--- config.mk ---
export PLATFORM = sky130hd
export DESIGN_NAME = octave_tone_period_generator_flat
export DESIGN_NICKNAME = d
export VERILOG_FILES = /design/src/rtl/core/otpg_pkg.sv /design/src/rtl/core/otpg_if.sv /design/src/rtl/core/otpg_div.sv /design/src/rtl/core/octave_tone_period_generator.sv /design/src/flat_wrapper.sv
export SDC_FILE = /design/constraint.sdc
export NUM_CORES = 1
export LEC_CHECK = 0
export ABC_AREA = 1
export CORE_UTILIZATION = 69
export DETAILED_ROUTE_END_ITERATION = 10
export DONT_BUFFER_PORTS = 1
export GPL_TIMING_DRIVEN = 0
export HOLD_SLACK_MARGIN = 0.1
export PLACE_DENSITY = 0.85
export SYNTH_ARGS = -nofsm -noshare
export SYNTH_HDL_FRONTEND = slang
export SYNTH_SLANG_ARGS = --single-unit
--- constraint.sdc ---
create_clock -name clk -period 13.1 [get_ports clk]
set_input_delay 0.655 -clock clk [delete_from_list [all_inputs] [get_ports clk]]
set_output_delay 0.655 -clock clk [all_outputs]
set_load 0.005 [all_outputs]
--- src/rtl/core/otpg_pkg.sv ---
package otpg_pkg;

    localparam int CMD_W     = 2;
    localparam int IDX_W     = 2;
    localparam int CLK_W     = 25;
    localparam int TONE_W    = 13;
    localparam int FREQ_W    = 16;
    localparam int PER_W     = 16;
    localparam int OCT_W     = 3;
    localparam int REG_IDX_W = 3;
    localparam int DVD_W     = CLK_W + 1;
    localparam int CNT_W     = $clog2(DVD_W);
    localparam int NUM_TONES = 4;

    localparam logic [CMD_W-1:0] CMD_TONE_ON  = 2'd0;
    localparam logic [CMD_W-1:0] CMD_TONE_OFF = 2'd1;
    localparam logic [CMD_W-1:0] CMD_OCT_UP   = 2'd2;
    localparam logic [CMD_W-1:0] CMD_OCT_DOWN = 2'd3;

    localparam logic [REG_IDX_W-1:0] REG_CLOCK = 3'd0;
    localparam logic [REG_IDX_W-1:0] REG_TONE0 = 3'd1;
    localparam logic [REG_IDX_W-1:0] REG_TONE1 = 3'd2;
    localparam logic [REG_IDX_W-1:0] REG_TONE2 = 3'd3;
    localparam logic [REG_IDX_W-1:0] REG_TONE3 = 3'd4;

    localparam logic [CLK_W-1:0]  CLOCK_RST = 25'd3333333;
    localparam logic [TONE_W-1:0] TONE0_RST = 13'd358;
    localparam logic [TONE_W-1:0] TONE1_RST = 13'd301;
    localparam logic [TONE_W-1:0] TONE2_RST = 13'd478;
    localparam logic [TONE_W-1:0] TONE3_RST = 13'd179;

    localparam logic signed [OCT_W-1:0] OCT_MAX = 3'sd3;
    localparam logic signed [OCT_W-1:0] OCT_MIN = -3'sd3;

    localparam logic [PER_W-1:0] PERIOD_SAT = 16'hFFFF;
    localparam logic [PER_W-1:0] PERIOD_RST = 16'd1;

    typedef struct packed {
        logic busy;
        logic done;
    } otpg_div_stat_t;

endpackage

--- src/rtl/core/otpg_if.sv ---
interface otpg_cmd_if;
    logic                         valid;
    logic                         ready;
    logic [otpg_pkg::CMD_W-1:0]   command;
    logic [otpg_pkg::IDX_W-1:0]   tone_sel;

    modport source (output valid, command, tone_sel, input ready);
    modport sink (input valid, command, tone_sel, output ready);
endinterface

interface otpg_res_if;
    logic                               valid;
    logic                               ready;
    logic [otpg_pkg::PER_W-1:0]         period;
    logic [otpg_pkg::PER_W-1:0]         compare;
    logic signed [otpg_pkg::OCT_W-1:0]  octave_now;

    modport source (output valid, period, compare, octave_now, input ready);
    modport sink (input valid, period, compare, octave_now, output ready);
endinterface

interface otpg_cfg_if;
    logic                             valid;
    logic                             ready;
    logic [otpg_pkg::REG_IDX_W-1:0]   index;
    logic [otpg_pkg::CLK_W-1:0]       data;

    modport source (output valid, index, data, input ready);
    modport sink (input valid, index, data, output ready);
endinterface

--- src/rtl/core/otpg_div.sv ---
module otpg_div (
    input  logic                              clk,
    input  logic                              rst_n,
    input  logic                              start,
    input  logic [otpg_pkg::DVD_W-1:0]        dividend,
    input  logic [otpg_pkg::FREQ_W-1:0]       divisor,
    output otpg_pkg::otpg_div_stat_t          stat,
    output logic [otpg_pkg::DVD_W-1:0]        quotient
);

    localparam int DW = otpg_pkg::DVD_W;
    localparam int FW = otpg_pkg::FREQ_W;
    localparam int CW = otpg_pkg::CNT_W;

    logic [DW-1:0] dvd_reg, dvd_next;
    logic [FW-1:0] rem_reg, rem_next;
    logic [FW-1:0] dsr_reg;
    logic [CW-1:0] cnt_reg, cnt_next;
    logic          busy_reg, busy_next;
    logic          done_reg, done_next;

    logic [FW:0]   shifted;
    logic [FW+1:0] diff;
    logic          ge;

    always_comb
    begin
        shifted   = {rem_reg, dvd_reg[DW-1]};
        diff      = {1'b0, shifted} - {2'b00, dsr_reg};
        ge        = ~diff[FW+1];
        rem_next  = ge ? diff[FW-1:0] : shifted[FW-1:0];
        dvd_next  = {dvd_reg[DW-2:0], ge};
        cnt_next  = cnt_reg;
        busy_next = busy_reg;
        done_next = 1'b0;
        if (start)
        begin
            busy_next = 1'b1;
            cnt_next  = CW'(DW - 1);
        end
        else if (busy_reg)
        begin
            if (cnt_reg == '0)
            begin
                busy_next = 1'b0;
                done_next = 1'b1;
            end
            else
            begin
                cnt_next = cnt_reg - 1'b1;
            end
        end
    end

    always_ff @(posedge clk or negedge rst_n)
    begin
        if (!rst_n)
        begin
            busy_reg <= 1'b0;
            done_reg <= 1'b0;
            cnt_reg  <= '0;
        end
        else
        begin
            busy_reg <= busy_next;
            done_reg <= done_next;
            cnt_reg  <= cnt_next;
        end
    end

    always_ff @(posedge clk)
    begin
        if (start)
        begin
            dvd_reg <= dividend;
            dsr_reg <= divisor;
            rem_reg <= '0;
        end
        else if (busy_reg)
        begin
            dvd_reg <= dvd_next;
            rem_reg <= rem_next;
        end
    end

    assign stat.busy = busy_reg;
    assign stat.done = done_reg;
    assign quotient  = dvd_reg;

endmodule

--- src/rtl/core/octave_tone_period_generator.sv ---
// Each command word yields one result word with the period, compare value and octave that
// hold after it. For tone on, the divider is loaded at acceptance with the shifted base
// frequency and the rounded dividend, shifts one quotient bit per cycle until all dividend
// bits are shifted, then the sequencer latches the period and compare value and loads the
// output register. Tone off, octave up or down, and a tone on whose shifted frequency is
// zero go straight to loading the output register. The next command word is taken once a
// result has been loaded. A new command word is taken while the last result word still
// waits at the output; the block then holds its next result until the output register is
// free.
// Configuration writes complete at once and are meant for times when the block is idle.
module octave_tone_period_generator (
    input  logic          clk,
    input  logic          rst_n,
    otpg_cmd_if.sink      cmd,
    otpg_res_if.source    res,
    otpg_cfg_if.sink      cfg
);

    localparam int DW = otpg_pkg::DVD_W;
    localparam int FW = otpg_pkg::FREQ_W;
    localparam int PW = otpg_pkg::PER_W;
    localparam int OW = otpg_pkg::OCT_W;
    localparam int TW = otpg_pkg::TONE_W;

    localparam logic [1:0] ST_IDLE = 2'd0;
    localparam logic [1:0] ST_DIV  = 2'd1;
    localparam logic [1:0] ST_DONE = 2'd2;

    logic [1:0]                  state_reg, state_next;
    logic [otpg_pkg::CLK_W-1:0]  clock_reg;
    logic [TW-1:0]               tone_reg [otpg_pkg::NUM_TONES];
    logic signed [OW-1:0]        octave_reg, octave_next;
    logic [PW-1:0]               period_reg, period_next;
    logic [PW-1:0]               compare_reg, compare_next;
    logic                        res_valid_reg, res_valid_next;
    logic [PW-1:0]               per_out_reg;
    logic [PW-1:0]               cmp_out_reg;
    logic signed [OW-1:0]        oct_out_reg;

    logic                        cmd_fire;
    logic                        res_load;
    logic [FW-1:0]               freq_ext;
    logic [FW-1:0]               freq_sh;
    logic [OW-1:0]               oct_neg;
    logic [DW-1:0]               dividend;
    logic                        div_start;
    otpg_pkg::otpg_div_stat_t    div_stat;
    logic [DW-1:0]               quotient;
    logic [DW-1:0]               q_adj;
    logic [DW-1:0]               q_m1;
    logic [PW-1:0]               per_calc;
    logic [PW:0]                 cmp_sum;
    logic [PW-1:0]               cmp_calc;

    assign cmd.ready = (state_reg == ST_IDLE);
    assign cfg.ready = 1'b1;
    assign cmd_fire  = cmd.valid && cmd.ready;

    always_comb
    begin
        freq_ext = {{(FW - TW){1'b0}}, tone_reg[cmd.tone_sel]};
        oct_neg  = -octave_reg;
        if (octave_reg > 0)
        begin
            freq_sh = freq_ext << octave_reg[1:0];
        end
        else if (octave_reg < 0)
        begin
            freq_sh = freq_ext >> oct_neg[1:0];
        end
        else
        begin
            freq_sh = freq_ext;
        end
        dividend  = {1'b0, clock_reg} + {{(DW - FW + 1){1'b0}}, freq_sh[FW-1:1]};
        div_start = cmd_fire && (cmd.command == otpg_pkg::CMD_TONE_ON) && (freq_sh != '0);
    end

    otpg_div u_div (
        .clk      (clk),
        .rst_n    (rst_n),
        .start    (div_start),
        .dividend (dividend),
        .divisor  (freq_sh),
        .stat     (div_stat),
        .quotient (quotient)
    );

    always_comb
    begin
        q_adj    = (quotient == '0) ? DW'(1) : quotient;
        q_m1     = q_adj - 1'b1;
        per_calc = (|q_m1[DW-1:PW]) ? otpg_pkg::PERIOD_SAT : q_m1[PW-1:0];
        cmp_sum  = {1'b0, per_calc} + 1'b1;
        cmp_calc = cmp_sum[PW:1];
    end

    always_comb
    begin
        state_next     = state_reg;
        octave_next    = octave_reg;
        period_next    = period_reg;
        compare_next   = compare_reg;
        res_load       = 1'b0;
        res_valid_next = res_valid_reg && !res.ready;
        unique case (state_reg)
            ST_IDLE:
            begin
                if (cmd_fire)
                begin
                    state_next = ST_DONE;
                    unique case (cmd.command)
                        otpg_pkg::CMD_TONE_ON:
                        begin
                            if (freq_sh == '0)
                            begin
                                compare_next = '0;
                            end
                            else
                            begin
                                state_next = ST_DIV;
                            end
                        end
                        otpg_pkg::CMD_TONE_OFF:
                        begin
                            compare_next = '0;
                        end
                        otpg_pkg::CMD_OCT_UP:
                        begin
                            if (octave_reg != otpg_pkg::OCT_MAX)
                            begin
                                octave_next = octave_reg + 1'b1;
                            end
                        end
                        otpg_pkg::CMD_OCT_DOWN:
                        begin
                            if (octave_reg != otpg_pkg::OCT_MIN)
                            begin
                                octave_next = octave_reg - 1'b1;
                            end
                        end
                        default:
                        begin
                            state_next = ST_DONE;
                        end
                    endcase
                end
            end
            ST_DIV:
            begin
                if (div_stat.done)
                begin
                    period_next  = per_calc;
                    compare_next = cmp_calc;
                    state_next   = ST_DONE;
                end
            end
            ST_DONE:
            begin
                if (!res_valid_reg || res.ready)
                begin
                    res_load       = 1'b1;
                    res_valid_next = 1'b1;
                    state_next     = ST_IDLE;
                end
            end
            default:
            begin
                state_next = ST_IDLE;
            end
        endcase
    end

    always_ff @(posedge clk or negedge rst_n)
    begin
        if (!rst_n)
        begin
            state_reg     <= ST_IDLE;
            octave_reg    <= '0;
            period_reg    <= otpg_pkg::PERIOD_RST;
            compare_reg   <= '0;
            res_valid_reg <= 1'b0;
        end
        else
        begin
            state_reg     <= state_next;
            octave_reg    <= octave_next;
            period_reg    <= period_next;
            compare_reg   <= compare_next;
            res_valid_reg <= res_valid_next;
        end
    end

    always_ff @(posedge clk or negedge rst_n)
    begin
        if (!rst_n)
        begin
            clock_reg   <= otpg_pkg::CLOCK_RST;
            tone_reg[0] <= otpg_pkg::TONE0_RST;
            tone_reg[1] <= otpg_pkg::TONE1_RST;
            tone_reg[2] <= otpg_pkg::TONE2_RST;
            tone_reg[3] <= otpg_pkg::TONE3_RST;
        end
        else if (cfg.valid)
        begin
            unique case (cfg.index)
                otpg_pkg::REG_CLOCK: clock_reg   <= cfg.data;
                otpg_pkg::REG_TONE0: tone_reg[0] <= cfg.data[TW-1:0];
                otpg_pkg::REG_TONE1: tone_reg[1] <= cfg.data[TW-1:0];
                otpg_pkg::REG_TONE2: tone_reg[2] <= cfg.data[TW-1:0];
                otpg_pkg::REG_TONE3: tone_reg[3] <= cfg.data[TW-1:0];
                default:
                begin
                end
            endcase
        end
    end

    always_ff @(posedge clk)
    begin
        if (res_load)
        begin
            per_out_reg <= period_reg;
            cmp_out_reg <= compare_reg;
            oct_out_reg <= octave_reg;
        end
    end

    assign res.valid      = res_valid_reg;
    assign res.period     = per_out_reg;
    assign res.compare    = cmp_out_reg;
    assign res.octave_now = oct_out_reg;

`ifndef SYNTHESIS
    // The octave stays inside its saturating range.
    assert property (@(posedge clk) disable iff (!rst_n)
        (octave_reg <= otpg_pkg::OCT_MAX) && (octave_reg >= otpg_pkg::OCT_MIN))
        else $error("octave left its range");

    // The divider never runs while a new command word can be taken.
    assert property (@(posedge clk) disable iff (!rst_n)
        (state_reg == ST_IDLE) |-> !div_stat.busy)
        else $error("divider busy while idle");

    // A divider result only arrives while a tone-on command is in progress.
    assert property (@(posedge clk) disable iff (!rst_n)
        div_stat.done |-> (state_reg == ST_DIV))
        else $error("divider finished outside of a division");

    // A nonzero compare value is always (period + 1) / 2, rounded down.
    assert property (@(posedge clk) disable iff (!rst_n)
        (res_valid_reg && (cmp_out_reg != '0)) |->
        (cmp_out_reg == PW'(({1'b0, per_out_reg} + 1'b1) >> 1)))
        else $error("compare value does not match period");

    // Starting a division moves the sequencer into the division state.
    assert property (@(posedge clk) disable iff (!rst_n)
        div_start |=> (state_reg == ST_DIV))
        else $error("division started without entering its state");
`endif

endmodule
--- src/flat_wrapper.sv ---
// flat-port wrapper written by rule: the top's interface ports become plain ports
module octave_tone_period_generator_flat 
  (clk, rst_n, cmd_valid, cmd_command, cmd_tone_sel, cmd_ready, res_valid, res_period, res_compare, res_octave_now, res_ready, cfg_valid, cfg_index, cfg_data, cfg_ready);
  otpg_cmd_if cmd_i ();
  otpg_res_if res_i ();
  otpg_cfg_if cfg_i ();
  input  logic clk;
  input  logic rst_n;
  input wire logic [$bits(cmd_i.valid)-1:0] cmd_valid;
  input wire logic [$bits(cmd_i.command)-1:0] cmd_command;
  input wire logic [$bits(cmd_i.tone_sel)-1:0] cmd_tone_sel;
  output wire logic [$bits(cmd_i.ready)-1:0] cmd_ready;
  output wire logic [$bits(res_i.valid)-1:0] res_valid;
  output wire logic [$bits(res_i.period)-1:0] res_period;
  output wire logic [$bits(res_i.compare)-1:0] res_compare;
  output wire logic [$bits(res_i.octave_now)-1:0] res_octave_now;
  input wire logic [$bits(res_i.ready)-1:0] res_ready;
  input wire logic [$bits(cfg_i.valid)-1:0] cfg_valid;
  input wire logic [$bits(cfg_i.index)-1:0] cfg_index;
  input wire logic [$bits(cfg_i.data)-1:0] cfg_data;
  output wire logic [$bits(cfg_i.ready)-1:0] cfg_ready;
  assign cmd_i.valid = cmd_valid;
  assign cmd_i.command = cmd_command;
  assign cmd_i.tone_sel = cmd_tone_sel;
  assign cmd_ready = cmd_i.ready;
  assign res_valid = res_i.valid;
  assign res_period = res_i.period;
  assign res_compare = res_i.compare;
  assign res_octave_now = res_i.octave_now;
  assign res_i.ready = res_ready;
  assign cfg_i.valid = cfg_valid;
  assign cfg_i.index = cfg_index;
  assign cfg_i.data = cfg_data;
  assign cfg_ready = cfg_i.ready;
  octave_tone_period_generator u_core (.clk(clk), .rst_n(rst_n), .cmd(cmd_i), .res(res_i), .cfg(cfg_i));
endmodule
## After elaboration in Yosys (flattened, before gate mapping)

Cells that the tools add are included.

| word-level totals | value |
|---|---|
| bits in registers | 215 |
| latch bits | 0 |
| bits in writable memories | 0 |
| memory bits (read-only) | 0 |
| input bits | 37 |
| output and inout bits | 38 |
| word-level logic and storage cells | 118 |
| memories | 0 |

| operators by class | value |
|---|---|
| add/subtract/negate cells | 8 |
| $mul | 0 |
| div/mod/pow operators | 0 |
| magnitude comparators | 3 |
| eq/ne operators | 19 |
| shift-type cells | 2 |
| mux-type cells | 37 |
| bitwise gates (word level) | 2 |
| reductions and logical operators | 28 |

Operator list:

| cell | number |
|---|---|
| $mux W16 | 7 |
| $mux W26 | 3 |
| $pmux W16 S2 | 2 |
| $add A25 B15 Y26 | 1 |
| $bmux W13 S2 | 1 |
| $logic_not A26 Y1 | 1 |
| $mux W13 | 2 |
| $sub A26 B1 Y26 const B | 1 |
| $sub A17 B16 Y18 | 1 |
| $add A16 B1 Y17 const B | 1 |
| $logic_not A16 Y1 | 1 |
| $reduce_bool A16 Y1 | 1 |
| $shl A13 B2 Y16 | 1 |
| $shr A13 B2 Y16 | 1 |
| $mux W5 | 3 |
| $reduce_and A2 Y1 | 7 |
| $ne A3 B3 Y1 const B | 4 |
| $mux W1 | 10 |
| $mux W2 | 5 |
| $reduce_and A5 Y1 | 2 |
| $reduce_or A10 Y1 | 1 |
| $ne A2 B1 Y1 const B | 4 |
| $eq A2 B2 Y1 const B | 3 |
| $eq A3 B2 Y1 const B | 2 |
| other kinds (24) | 34 |

## Logic depth before layout (Yosys ltp)

| logic depth | value |
|---|---|
| depth in word-level cells | 12 |
| mapped depth | 32 |
| depth with buffers taken out | 30 |

## By module

A second synthesis with hierarchy kept.

| second synthesis, totals | value |
|---|---|
| cell total of the unflattened synthesis | 1619 |
| area total of the unflattened synthesis | 12731.0 um^2 |

Modules (own cells, without submodules):

| module | instances | cells an instance | area each (um^2) | sequential area each (um^2) |
|---|---|---|---|---|
| octave_tone_period_generator | 1 | 1138 | 8886.0 | 3973.8 |
| otpg_div | 1 | 481 | 3844.9 | 1756.7 |

## Worst setup path after synthesis

No wires, ideal clock.

| timing path | value |
|---|---|
| path kind | flip-flop to flip-flop |
| start | reg u_core.octave_reg[0] |
| end | reg u_core.u_div.dvd_reg[24] (netlist: u_core.u_div.quotient[24]), data pin |
| library setup time | 261 ps |
| data arrival time | 3840 ps |
| data required time | 12839 ps |
| slack | 9000 ps |
| stages on the path, launching flop included | 25 |
| buffers on the path | 2 |
| period minus slack after synthesis | 4100 ps |
| cells stage by stage | dfrtp_1 > inv_2 > clkbuf_1 > ha_1 > nor2_4 > inv_2 > nor2_1 > clkbuf_1 > nand2_1 > o21ai_1 > ha_1 > inv_1 > fa_1 > o21ai_0 > nand2_1 > nand2_1 > a21o_1 > nand3_1 > nand2_1 > nand3_1 > a21oi_1 > nand2_1 > nor3_1 > xnor2_1 > o21ai_0 |

| on the way | value |
|---|---|
| longest elaborated chain between the ends | 7 |
| elaborated cells between the ends (all ways) | 11 |
| those cells by class | add/sub (2); order compare (2); shift (2); mux (3); reduce/logical (2) |

RTL lines:

| what | RTL line | RTL |
|---|---|---|
| start, declared | octave_tone_period_generator.sv:32 | `logic signed [OW-1:0] octave_reg, octave_next;` |
| start signal, assigned | octave_tone_period_generator.sv:187 | `octave_reg <= octave_next;` |
| $neg A2 Y2 | octave_tone_period_generator.sv:62 | `oct_neg = -octave_reg;` |
| $shr A13 B2 Y16 | octave_tone_period_generator.sv:69 | `freq_sh = freq_ext >> oct_neg[1:0];` |
| $mux W16 | octave_tone_period_generator.sv:67 | `else if (octave_reg < 0)` |
| $mux W16 (*) | octave_tone_period_generator.sv:63 | `if (octave_reg > 0)` |
| net u_core.freq_sh[1] | octave_tone_period_generator.sv:43 | `logic [FW-1:0] freq_sh;` |
| parallel branches: the longest is 2 deep, another holds $add A25 B15 Y26 | n/a |  |
| $mux W26 (*) | otpg_div.sv:73 | `if (start)` |
| end signal, assigned | otpg_div.sv:75 | `dvd_reg <= dividend;` |
| end signal, assigned | otpg_div.sv:81 | `dvd_reg <= dvd_next;` |
| end, declared | otpg_div.sv:15 | `logic [DW-1:0] dvd_reg, dvd_next;` |

Mark *: on every way through the listed nets, which the timed path passes.
A chain may end at the register's enable or synchronous reset.

## Worst setup path after layout

Ends and elaborated chain as after synthesis.

==> metrics.md <==
| Metric | Value |
|---|---|
| Multi-input gate area | 0.005629 mm² |
| Fin util | 76.99% |
| Vias/cell | approximately 6 |
| Post-DRT Antenna Nets | 0 |
| Ys async rst share | 56.74% |
| Commonest non-fill, non-tap cell in the layout | nand2_1 |
| CTS buffer count | 23 |
| Clock Skews | 17.35 ps |
| GR Util All Layers | 34.43% |
| Row Count | 48 |
| Largest register FFs | 52 |
| Reg2Reg Setup Slack | 7750 ps |
| Sequential cell area | 0.005731 mm² |
| HPWL Detailed | 21.74 mm |
| CP Launch Type | flop |
| Post-synth top area share | a little under a fifth |
| Critical Path RT | 13340 ps |
| Largest net degree at the start of global routing | 123 |
| Worst Tran Pin Value | roughly 1100 ps |
| Max-Slew Margin vs Limit | 27.81% |
| Netlist Area Pre-Place | 0.01218 mm² |
| Via count | 10530 |
| Most frequent cells in the layout | 455 x nand2_1, 128 x inv_1, 121 x o21ai_0 |
| Leak | between 6 and 7 nW |
| Worst-skew pair later-pin latency | 510 ps |
| Starting Density | 70.64% |
| CTS Sinks | 215 |
| Io pins | 75 |
| Core area | 0.01724 mm² |
| Initial antenna violation count | 0 |
| CTS tree | built |
| Syn nets | 1567 |
| Final Hold Viols | 0 |
| Yosys cell types | 62 |
| Final wirelength | 30.13 mm |
| Total power draw | 3.089 mW |
| Pwr dens | 232.8 mW/mm² |
| Leading area contributor after synthesis | edfxtp_1 |
| Antenna Diode Count | 0 |
| Arrival time worst endpoint | 5600 ps |
| Max_cap viols | 0 |
| Yosys warning count | 0 |
| Layout cells sized above 1 | 10.77% |
| Synth area leaders | edfxtp_1 19%, dfrtp_1 18%, nand2_1 14%, dfstp_2 7.8%, o21ai_0 5.0% |
| VDD IR-drop max | 0.0001521 V |
| Pre-antenna DRT Iters | 6 |
| Worst hold margin | just under 70 ps |
| Port bufs | 0 |
| RD Place Congestion | 0.9793 |
| Dpl ws | approximately 8000 ps |
| Drt drc | 0 |
| First-pass GRT wire length | 49.56 mm |
| Drt initial violations | 953 |
| Clock Tree Buf Depth | 3 |
| Fmax achieved | between 150 and 200 MHz |
| Die Span X | 134.8 µm |
| Tmin final | 5355 ps |
| Final setup violation count | 0 |
| Setup TNS | 0 ps |
| Fin. max-slew vios | 0 |
| CP Max Fanout | 11 |
| # nets final | 1593 |
| Die area | around 0.018 mm² |
| Die Y | around 130 µm |
| Filler Cells Inserted | about 1200 |
| Crit share post-route | 40.87% |
| Final worst slack | 7745 ps |
| Area growth, synth to finish | 8.980% |
| Root buffer cell | clkbuf_16 |
| Hold WC Path Type | in -> async |
| Congestion Overflow GR | 0 |
| H-tree depth | 1 |
| Avg Inst Size Synth | 8.178 µm² |
| Crit Path Class | reg -> reg |
| Number of synthesized register bits | between 200 and 250 |
| Mapped Cells | roughly 1500 |
| Seq/Total Area, Yosys | 47.06% |
| Vias in the first global route | slightly below 10000 |
| WL per Instance | 17.15 µm |
| Clk slew on worst S/H paths | around 60 ps |
| EDFF count, synth | between 70 and 80 |
| Commonest register cell after synthesis | dfrtp_1 |
| RSZ-0062 raised after global routing | false |
| Status | finished, final reports clean |
| CP Capture Type | flop |
-- critical path: stages, from the launching register on --
cell and delay (ps):
dfrtp_1 610, inv_2 170, clkbuf_1 350, ha_1 350, nor2_4 190, inv_2 140
nor2_1 180, clkbuf_1 420, nand2_1 100, o21ai_1 180, ha_1 190, inv_1 60
fa_1 410, o21ai_0 280, nand2_1 80, nand2_1 60, a21o_1 130, nand3_1 80
nand2_1 150, nand3_1 140, a21oi_1 260, nand2_1 80, nor3_1 180, xnor2_1 170
o21ai_0 100
-- synthesized netlist by cell type (6+ instances only) --
| library cell | number |
|---|---|
| nand2_1 | 455 |
| o21ai_1 | 56 |
| nor2_4 | 6 |
| ha_1 | 38 |
| mux2_2 | 11 |
| buf_6 | 9 |
| xnor2_1 | 19 |
| o211ai_1 | 7 |
| inv_1 | 128 |
| nand4_1 | 8 |
| nand3_1 | 62 |
| o21ai_0 | 121 |
| clkbuf_1 | 25 |
| dfrtp_1 | 86 |
| inv_2 | 16 |
| dfstp_2 | 36 |
| edfxtp_1 | 77 |
| a21oi_1 | 75 |
| xor2_1 | 41 |
| dfxtp_1 | 16 |
| buf_2 | 7 |
| nand2_2 | 6 |
| nor2_1 | 102 |
| nor3_1 | 12 |
| nor2_2 | 10 |
-- kinds of logic after synthesis --
| family | after synthesis | share of synthesized area (%) |
|---|---|---|
| compound gates | 288 | 12.86 |
| xor+xnor | 60 | 4.316 |
| fa+ha+maj | 41 | 4.398 |
| buf+inv | 192 | 6.771 |
| flops | 215 | 47.06 |
| mux | 11 | 1.017 |
| other cells | 1 | 0.03080 |
| simple gates | 681 | 23.54 |
-- path summary, 6_finish.rpt --
kind	depth (start not counted)	endpoint	from
worst max-delay path	24	u_core.u_div.quotient[24]$_DFFE_PP_	u_core.octave_reg[0]$_DFFE_PN0P_
max in group asynchronous	1	u_core.clock_reg[23]$_DFFE_PN0P_	rst_n
worst min register to register	0	u_core.res.period[10]$_DFFE_PP_	u_core.period_reg[10]$_DFFE_PN0P_
worst max register to register	24	u_core.u_div.quotient[24]$_DFFE_PP_	u_core.octave_reg[0]$_DFFE_PN0P_
min in group clk	1	u_core.res.valid$_DFF_PN0_	res_ready
worst min-delay path	1	u_core.octave_reg[0]$_DFFE_PN0P_	rst_n
-- per-layer routing --
metal	vias to the layer above	routed length (µm)	GRT usage, %
li1	4973	-	-
met1	5021	12440	46.78
met2	466	14600	56.93
met3	71	2357	5.931
met4	0	729	10.17
met5	-	0	0
-- area by class of cell --
type | count | share of cell area (%)
multi-input cells | 1082 | 42.42
repair buffers | 1 | 0.2074
inverters | 146 | 4.167
clock buffers | 32 | 5.289
flip-flops and latches | 215 | 43.18
plain buffers | 46 | 2.046
well taps | 225 | 2.121
clock inverters | 10 | 0.5657
-- stage by stage --
step	cells	area (µm²)
2_1_floorplan	1489	12180
3_3_place_gp	1714	12460
3_5_place_dp	1714	12470
4_1_cts	1757	13270
5_1_grt	1757	13270
6_report	1757	13270
-- report_power, final --
part | switching [mW] | internal, mW
registers | 0.164 | 0.973
logic | 0.866 | 0.435
clock network | 0.258 | 0.393
total | 1.29 | 1.80
-- repair_timing --
action	4_1_cts	5_1_grt
endpoints found under the hold margin	122	0
setup buffers	0	0
hold buffers	1	0
resized for setup	0	0
Note: power is estimated with default switching activity, not from simulation.
